`src/cll_pkg.sv`:
```
package cll_pkg;

  // Number of node slots in the store.
  localparam int CAPACITY = 64;
  localparam int IDX_W = $clog2(CAPACITY);

  // Field widths fixed by the interface.
  localparam int SYM_W = 8;
  localparam int LINK_W = 7;
  localparam int POS_W = 7;

  // Any link at or above the capacity is the null link.
  localparam logic [LINK_W-1:0] NULL_LINK = LINK_W'(CAPACITY);
  localparam logic [POS_W-1:0] POS_MAX = {POS_W{1'b1}};
  localparam logic [POS_W-1:0] WALK_LAST = POS_W'(CAPACITY - 1);

  typedef enum logic [3:0] {
    OP_CLEAR  = 4'd0,
    OP_HEAD   = 4'd1,
    OP_MOVE   = 4'd2,
    OP_READ   = 4'd3,
    OP_DELETE = 4'd4,
    OP_CUT    = 4'd5,
    OP_EDIT   = 4'd6,
    OP_INSERT = 4'd7,
    OP_DUMP   = 4'd8,
    OP_STATUS = 4'd9
  } op_t;

  typedef enum logic [1:0] {
    ST_OK    = 2'd0,
    ST_EMPTY = 2'd1,
    ST_END   = 2'd2,
    ST_FULL  = 2'd3
  } status_t;

  typedef enum logic [1:0] {
    S_IDLE,
    S_EXEC,
    S_INS2,
    S_DUMP
  } state_t;

  // True when the link names a real slot.
  function automatic logic link_ok(input logic [LINK_W-1:0] l);
    return l < NULL_LINK;
  endfunction

endpackage

```
`src/cursor_linked_list_engine.sv`:
```
// Channel     | Ports                                         | Direction
// ------------+-----------------------------------------------+----------
// command     | start, busy (out), in_operation, in_symbol_in | in
// result      | out_valid, out_symbol_out, out_status,        | out
//             | out_list_empty, out_cursor_at_end,            |
//             | out_position, out_last                        |
//
// In a command transaction the accept cycle issues the node memory read,
// and the next cycle does the update and registers the result.
// An insert behind an existing cursor does the second link write in a further
// state, S_INS2, since the link memory has a single write port.
// A dump streams one result per node per cycle after the first read.
// Synchronous active-low reset empties the list; node memories are not cleared.
// Results are strobed for one cycle each; the receiver cannot stall them.
module cursor_linked_list_engine
  import cll_pkg::*;
(
  input  logic              clk,
  input  logic              rst_n,
  input  logic              start,
  output logic              busy,
  input  logic [3:0]        in_operation,
  input  logic [SYM_W-1:0]  in_symbol_in,
  output logic              out_valid,
  output logic [SYM_W-1:0]  out_symbol_out,
  output logic [1:0]        out_status,
  output logic              out_list_empty,
  output logic              out_cursor_at_end,
  output logic [POS_W-1:0]  out_position,
  output logic              out_last
);

  // Node store: symbol and link memories, one write and one registered read each.
  logic [SYM_W-1:0]  sym_mem [CAPACITY];
  logic [LINK_W-1:0] link_mem [CAPACITY];

  state_t state_r, state_nxt;
  op_t    op_r;
  logic [SYM_W-1:0] sym_r;

  logic [LINK_W-1:0] head_r, head_nxt;
  logic [LINK_W-1:0] cur_r, cur_nxt;
  // Cached successor link of the cursor node, so flags never need a read.
  logic [LINK_W-1:0] cur_link_r, cur_link_nxt;
  logic [POS_W-1:0]  pos_r, pos_nxt;
  logic [CAPACITY-1:0] used_r, used_nxt;
  logic [POS_W-1:0]  cnt_r, cnt_nxt;

  // Lowest free slot, found in the accept cycle and registered.
  logic             free_ok;
  logic [IDX_W-1:0] free_idx;
  logic             free_ok_r;
  logic [IDX_W-1:0] free_idx_r;

  logic [IDX_W-1:0]  rd_addr;
  logic [SYM_W-1:0]  rd_sym_r;
  logic [LINK_W-1:0] rd_link_r;

  logic              sym_we, link_we;
  logic [IDX_W-1:0]  sym_wa, link_wa;
  logic [SYM_W-1:0]  sym_wd;
  logic [LINK_W-1:0] link_wd;

  logic              accept;
  logic              list_empty;
  logic              walk_last;
  status_t           next_chk;

  logic              res_valid;
  logic [SYM_W-1:0]  res_sym;
  status_t           res_status;
  logic              res_last;
  logic              res_empty;

  assign busy   = (state_r != S_IDLE);
  assign accept = start && !busy;
  assign list_empty = !link_ok(head_r);
  // A dump ends at the null link or after a full store's worth of nodes.
  assign walk_last = !link_ok(rd_link_r) || (cnt_r == WALK_LAST);

  always_comb begin
    if (list_empty || !link_ok(cur_r)) begin
      next_chk = ST_EMPTY;
    end else if (!link_ok(cur_link_r)) begin
      next_chk = ST_END;
    end else begin
      next_chk = ST_OK;
    end
  end

  always_comb begin
    free_ok  = 1'b0;
    free_idx = '0;
    for (int i = CAPACITY - 1; i >= 0; i--) begin
      if (!used_r[i]) begin
        free_ok  = 1'b1;
        free_idx = IDX_W'(i);
      end
    end
  end

  // The accept cycle reads the head node or the cursor's successor; a dump
  // then follows the link it just read.
  always_comb begin
    if (state_r == S_IDLE) begin
      if (op_t'(in_operation) == OP_HEAD || op_t'(in_operation) == OP_DUMP) begin
        rd_addr = head_r[IDX_W-1:0];
      end else begin
        rd_addr = cur_link_r[IDX_W-1:0];
      end
    end else begin
      rd_addr = rd_link_r[IDX_W-1:0];
    end
  end

  always_ff @(posedge clk) begin
    if (sym_we) begin
      sym_mem[sym_wa] <= sym_wd;
    end
    rd_sym_r <= sym_mem[rd_addr];
  end

  always_ff @(posedge clk) begin
    if (link_we) begin
      link_mem[link_wa] <= link_wd;
    end
    rd_link_r <= link_mem[rd_addr];
  end

  // Next state.
  always_comb begin
    state_nxt = state_r;
    case (state_r)
      S_IDLE: begin
        if (start) begin
          state_nxt = S_EXEC;
        end
      end
      S_EXEC: begin
        state_nxt = S_IDLE;
        if (op_r == OP_INSERT && free_ok_r && !list_empty && link_ok(cur_r)) begin
          state_nxt = S_INS2;
        end else if (op_r == OP_DUMP && !list_empty && !walk_last) begin
          state_nxt = S_DUMP;
        end
      end
      S_INS2: begin
        state_nxt = S_IDLE;
      end
      S_DUMP: begin
        if (walk_last) begin
          state_nxt = S_IDLE;
        end
      end
      default: begin
        state_nxt = S_IDLE;
      end
    endcase
  end

  // Datapath, memory writes and results.
  always_comb begin
    head_nxt     = head_r;
    cur_nxt      = cur_r;
    cur_link_nxt = cur_link_r;
    pos_nxt      = pos_r;
    used_nxt     = used_r;
    cnt_nxt      = cnt_r;
    sym_we       = 1'b0;
    sym_wa       = cur_link_r[IDX_W-1:0];
    sym_wd       = sym_r;
    link_we      = 1'b0;
    link_wa      = cur_r[IDX_W-1:0];
    link_wd      = rd_link_r;
    res_valid    = 1'b0;
    res_sym      = '0;
    res_status   = ST_OK;
    res_last     = 1'b1;

    case (state_r)
      S_IDLE: begin
        cnt_nxt = '0;
      end
      S_EXEC: begin
        res_valid = 1'b1;
        case (op_r)
          OP_CLEAR: begin
            used_nxt     = '0;
            head_nxt     = NULL_LINK;
            cur_nxt      = NULL_LINK;
            cur_link_nxt = NULL_LINK;
            pos_nxt      = '0;
          end
          OP_HEAD: begin
            if (list_empty) begin
              res_status = ST_EMPTY;
            end else begin
              cur_nxt      = head_r;
              cur_link_nxt = rd_link_r;
              pos_nxt      = POS_W'(1);
            end
          end
          OP_MOVE, OP_READ, OP_DELETE, OP_CUT, OP_EDIT: begin
            if (next_chk != ST_OK) begin
              res_status = next_chk;
            end else if (op_r == OP_MOVE) begin
              cur_nxt      = cur_link_r;
              cur_link_nxt = rd_link_r;
              pos_nxt      = (pos_r == POS_MAX) ? pos_r : pos_r + POS_W'(1);
            end else if (op_r == OP_EDIT) begin
              sym_we = 1'b1;
            end else if (op_r == OP_READ) begin
              res_sym = rd_sym_r;
            end else begin
              // Delete and cut unlink the successor and free its slot.
              link_we      = 1'b1;
              cur_link_nxt = rd_link_r;
              used_nxt[cur_link_r[IDX_W-1:0]] = 1'b0;
              if (op_r == OP_CUT) begin
                res_sym = rd_sym_r;
              end
            end
          end
          OP_INSERT: begin
            if (!free_ok_r) begin
              res_status = ST_FULL;
            end else begin
              used_nxt[free_idx_r] = 1'b1;
              sym_we  = 1'b1;
              sym_wa  = free_idx_r;
              link_we = 1'b1;
              link_wa = free_idx_r;
              if (list_empty || !link_ok(cur_r)) begin
                link_wd      = NULL_LINK;
                head_nxt     = LINK_W'(free_idx_r);
                cur_nxt      = LINK_W'(free_idx_r);
                cur_link_nxt = NULL_LINK;
                pos_nxt      = POS_W'(1);
              end else begin
                // The cursor's own link is rewritten in the following cycle.
                link_wd      = cur_link_r;
                cur_link_nxt = LINK_W'(free_idx_r);
              end
            end
          end
          OP_DUMP: begin
            if (list_empty) begin
              res_status = ST_EMPTY;
            end else begin
              res_sym  = rd_sym_r;
              res_last = walk_last;
              cnt_nxt  = cnt_r + POS_W'(1);
            end
          end
          default: begin
          end
        endcase
      end
      S_INS2: begin
        link_we = 1'b1;
        link_wa = cur_r[IDX_W-1:0];
        link_wd = LINK_W'(free_idx_r);
      end
      S_DUMP: begin
        res_valid = 1'b1;
        res_sym   = rd_sym_r;
        res_last  = walk_last;
        cnt_nxt   = cnt_r + POS_W'(1);
      end
      default: begin
      end
    endcase

    res_empty = !link_ok(head_nxt);
  end

  always_ff @(posedge clk) begin
    if (!rst_n) begin
      state_r    <= S_IDLE;
      head_r     <= NULL_LINK;
      cur_r      <= NULL_LINK;
      cur_link_r <= NULL_LINK;
      pos_r      <= '0;
      used_r     <= '0;
      cnt_r      <= '0;
      out_valid  <= 1'b0;
    end else begin
      state_r    <= state_nxt;
      head_r     <= head_nxt;
      cur_r      <= cur_nxt;
      cur_link_r <= cur_link_nxt;
      pos_r      <= pos_nxt;
      used_r     <= used_nxt;
      cnt_r      <= cnt_nxt;
      out_valid  <= res_valid;
    end
  end

  // Command and result payload registers.
  always_ff @(posedge clk) begin
    if (accept) begin
      op_r       <= op_t'(in_operation);
      sym_r      <= in_symbol_in;
      free_ok_r  <= free_ok;
      free_idx_r <= free_idx;
    end
    if (res_valid) begin
      out_symbol_out    <= res_sym;
      out_status        <= res_status;
      out_last          <= res_last;
      out_list_empty    <= res_empty;
      out_cursor_at_end <= !res_empty && link_ok(cur_nxt) && !link_ok(cur_link_nxt);
      out_position      <= res_empty ? '0 : pos_nxt;
    end
  end

endmodule
```
`config.mk`:
```
export PLATFORM = sky130hd
export DESIGN_NAME = cursor_linked_list_engine
export DESIGN_NICKNAME = d
export VERILOG_FILES = /design/src/cll_pkg.sv /design/src/cursor_linked_list_engine.sv
export SDC_FILE = /design/constraint.sdc
export NUM_CORES = 2
export LEC_CHECK = 0
export ABC_CLOCK_PERIOD_IN_PS = 6750
export BUFFER_PORTS_ARGS = -buffer_cell sky130_fd_sc_hd__buf_4
export CAP_MARGIN = 20
export CORE_AREA = 2 2 433 435
export CTS_BUF_LIST = sky130_fd_sc_hd__clkbuf_2 sky130_fd_sc_hd__clkbuf_4 sky130_fd_sc_hd__clkbuf_8
export CTS_CLUSTER_SIZE = 14
export DETAILED_ROUTE_END_ITERATION = 7
export DIE_AREA = 0 0 435 437
export GPL_TIMING_DRIVEN = 0
export PLACE_DENSITY_LB_ADDON = 0.08
export SLEW_MARGIN = 20
export SYNTH_ARGS = -nofsm -noshare
export SYNTH_HDL_FRONTEND = slang
export SYNTH_SLANG_ARGS = --single-unit
```
`constraint.sdc`:
```
create_clock -name clk -period 6.75 [get_ports clk]
set_clock_uncertainty 0.05 [all_clocks]
set_input_delay 1.35 -clock clk [delete_from_list [all_inputs] [get_ports clk]]
set_output_delay 1.35 -clock clk [all_outputs]
set_load 0.02 [all_outputs]
```
==> results by group <==
Floorplan
  • Initial Utilization: 24.9%
  • Core area: 185000 µm²
  • I/O Pins: 37
  • Die area: 190000 µm²
  • Row cnt: 158
  • Die Ht: 437 µm
  • Die X: 435 µm

GRT
  • Global-route wire length before repair: 237000 µm
  • GRT Util Overall: 17.6%
  • Largest net degree at the start of global routing: 49
  • Total grt overflow: 0
  • Initial antenna violation count: 6
  • Vias in the first global route: 29900

Layout
  • Post-route cell area: 54700 µm²
  • Total Nets Final: 3704
  • Final core utilization: 29.5%
  • Non-Filler Instances: 6342
  • Synthesis-to-finish area growth: 18.5%
  • Share of cells above drive strength 1: 14.9%

Timing
  • Max Freq: 188 MHz
  • Max-slew violations: 0
  • Final Setup Violations: 0
  • Final Hold Fails: 0
  • Unrepaired setup endpoints after global routing: false
  • Relative slew margins: 17.1%
  • Hold_ws: 0.439 ns
  • Worst-Margin Slew: 1.23 ns
  • Setup ws final: 1.43 ns
  • Period utilization: 78.9%
  • Setup TNS: 0 ns
  • Minimum clock period: 5.32 ns

Detailed routing
  • First DRT Iteration DRCs: 1947
  • Antenna viol nets, final: 0
  • Drt pass-1 iters: 7
  • Vias per cell: 4.67
  • Routed wire per std cell: 26.8 µm
  • DRC: 0
  • DR vias: 29600
  • Final wirelength: 170000 µm

Worst setup path
  • Worst EP required: 7.32 ns
  • CP endpoint kind: flip-flop
  • Setup CP Type: reg -> reg
  • Startpoint types: flip-flop
  • Critical path arrival: 5.89 ns
  • CP Max Fanout: 10

Placement
  • Final Wtd Congestion: 0.786
  • Dpl hpwl: 121000 µm
  • Input/output buffers: 36
  • DP Area: 50500 µm²
  • Pre-CTS setup slack: 0.607 ns
  • Placed insts: 5955

Logic synthesis
  • Synth Area in Compound Gates: 11.1%
  • Area leader, netlist: edfxtp_1
  • Main synth FF type: edfxtp_1
  • Most common cell in the netlist: edfxtp_1
  • Xor/xnor share of the synthesized area: 0.168%
  • Fraction of registers with async set/reset: 0%
  • Seq/Total Area, Yosys: 70.1%
  • Main area contributors after synthesis: edfxtp_1 65%, mux2i_1 6.9%, dfxtp_1 5.1%
  • Mux contribution to synthesized area: 6.90%
  • Syn. warnings: 0
  • EDFF count, synth: 999
  • Seq cells post-synth: 1116
  • Commonest cells post-synth: 999 x edfxtp_1, 317 x mux2i_1, 313 x nand2_1
  • Simple-gate share of the synthesized area: 9.22%
  • Syn_area_per_cell: 13.6 µm²
  • Synthesized cell area: 46100 µm²
  • Area share of the largest cell type after synthesis: 65.0%
  • Synth unique cells: 72
  • Net count after synthesis: 3411
  • Largest family of logic cells by synthesized area: compound AO/OA/AOI/OAI gates
  • Mapped Cells: 3390
  • Post-synthesis adder-cell area fraction: 0.163%

Flow run
  • # Max-Cap Violations: 0

Clock tree
  • H-tree depth: 4
  • Clock buffer depth: 3
  • Post-CTS Setup Repair Bufs: 0
  • Post-cts gate resize count: 0
  • CTS Hold Bufs: 0
  • CTS Buf Count: 205
  • Root Buffer: clkbuf_8
  • Worst skew pair latency: 0.96 ns
  • Sink Count: 1116
  • CTS tree: built
  • Worst-path clk slew: 0.06 ns

Worst hold path
  • Hold Crit Class: reg -> reg

Power and ir drop
  • Power after layout: 19.8 mW
  • VDD IR max: 0.213 mV
  • PD cells: 362 nW/µm²
  • LEAKAGE: 18.3 nW

Outcome
  • Outcome: finished clean
-- final cells by class --
| type | instances | area (µm²) |
|---|---|---|
| Antenna cell | 5 | 12.5 |
| Buffer | 207 | 1010 |
| Clock buffer | 299 | 3610 |
| Clock inverter | 82 | 480 |
| Fill cell | 19000 | 130000 |
| Inverter | 24 | 90.1 |
| Multi-Input combinational cell | 2043 | 12900 |
| Sequential cell | 1116 | 32300 |
| Tap cell | 2480 | 3100 |
| Timing Repair Buffer | 86 | 1170 |
-- state kept, by name, indices dropped and copies added (netlist names), 4 cells and up --
name	cells
op_r	4
pos_r	7
used_r	64
free_idx_r	6
out_symbol_out	8
link_mem	448
sym_mem	512
head_r	7
out_position	7
cnt_r	7
cur_link_r	7
cur_r	7
rd_link_r	7
rd_sym_r	8
sym_r	8
-- final timing paths --
kind         cells past startpoint                    end               startpoint  slack [ns]
max                             10   rd_link_r[6]$_DFF_P_  state_r[0]$_SDFFE_PN0P_        1.43
min                              2  cnt_r[5]$_SDFFE_PN0P_    cnt_r[5]$_SDFFE_PN0P_        0.44
max reg2reg                     10   rd_link_r[6]$_DFF_P_  state_r[0]$_SDFFE_PN0P_        1.43
min reg2reg                      2  cnt_r[5]$_SDFFE_PN0P_    cnt_r[5]$_SDFFE_PN0P_        0.44
-- logic make-up after synthesis --
group,after synthesis
flip-flops,1116
XOR/XNOR,8
adder cells (fa/ha/maj),6
multiplexers,318
buffers and inverters,231
AO/OA/AOI/OAI,809
AND/OR/NAND/NOR,902
-- critical path, cell delays in order, from the launching register on --
cell,delay [ns]
dfxtp_1,0.39
inv_1,0.09
ha_1,0.33
inv_1,0.47
a2bb2oi_1,0.17
nand2_1,0.38
clkbuf_1,0.61
clkbuf_1,0.66
a211oi_1,0.22
nor4_1,0.95
nand4_1,0.64
-- cell usage in the layout (no fill, tap or decap), types with 57 or more instances in the layout --
cell      netlist  final
o21ai_0       156    155
o22ai_1        92     92
nand2_1       313    313
clkbuf_4        0     81
mux2i_1       317    317
nor2b_1       120    120
dfxtp_1       117    117
clkbuf_8        0    218
buf_2          56     57
a211oi_1      217    217
nor2_1        241    233
a21oi_1       237    236
clkbuf_1      112    111
edfxtp_1      999    999
-- power by group --
group          internal (mW)  total (mW)  switching (mW)
sequential              8.09        8.20           0.116
combinational           1.42        5.02            3.60
clock                   3.54        6.55            3.01
total                   13.0        19.8            6.72
-- metal layers --
| metal | routed length (µm) | vias to the layer above | track usage (%) |
|---|---|---|---|
| met3 | 5710 | 231 | 2.65 |
| met4 | 3920 | 0 | 4.96 |
| li1 | - | 13600 | - |
| met2 | 80000 | 584 | 28.4 |
| met1 | 80100 | 15200 | 24.4 |
| met5 | 0 | - | 0 |
(Power assumes the default switching activity.)
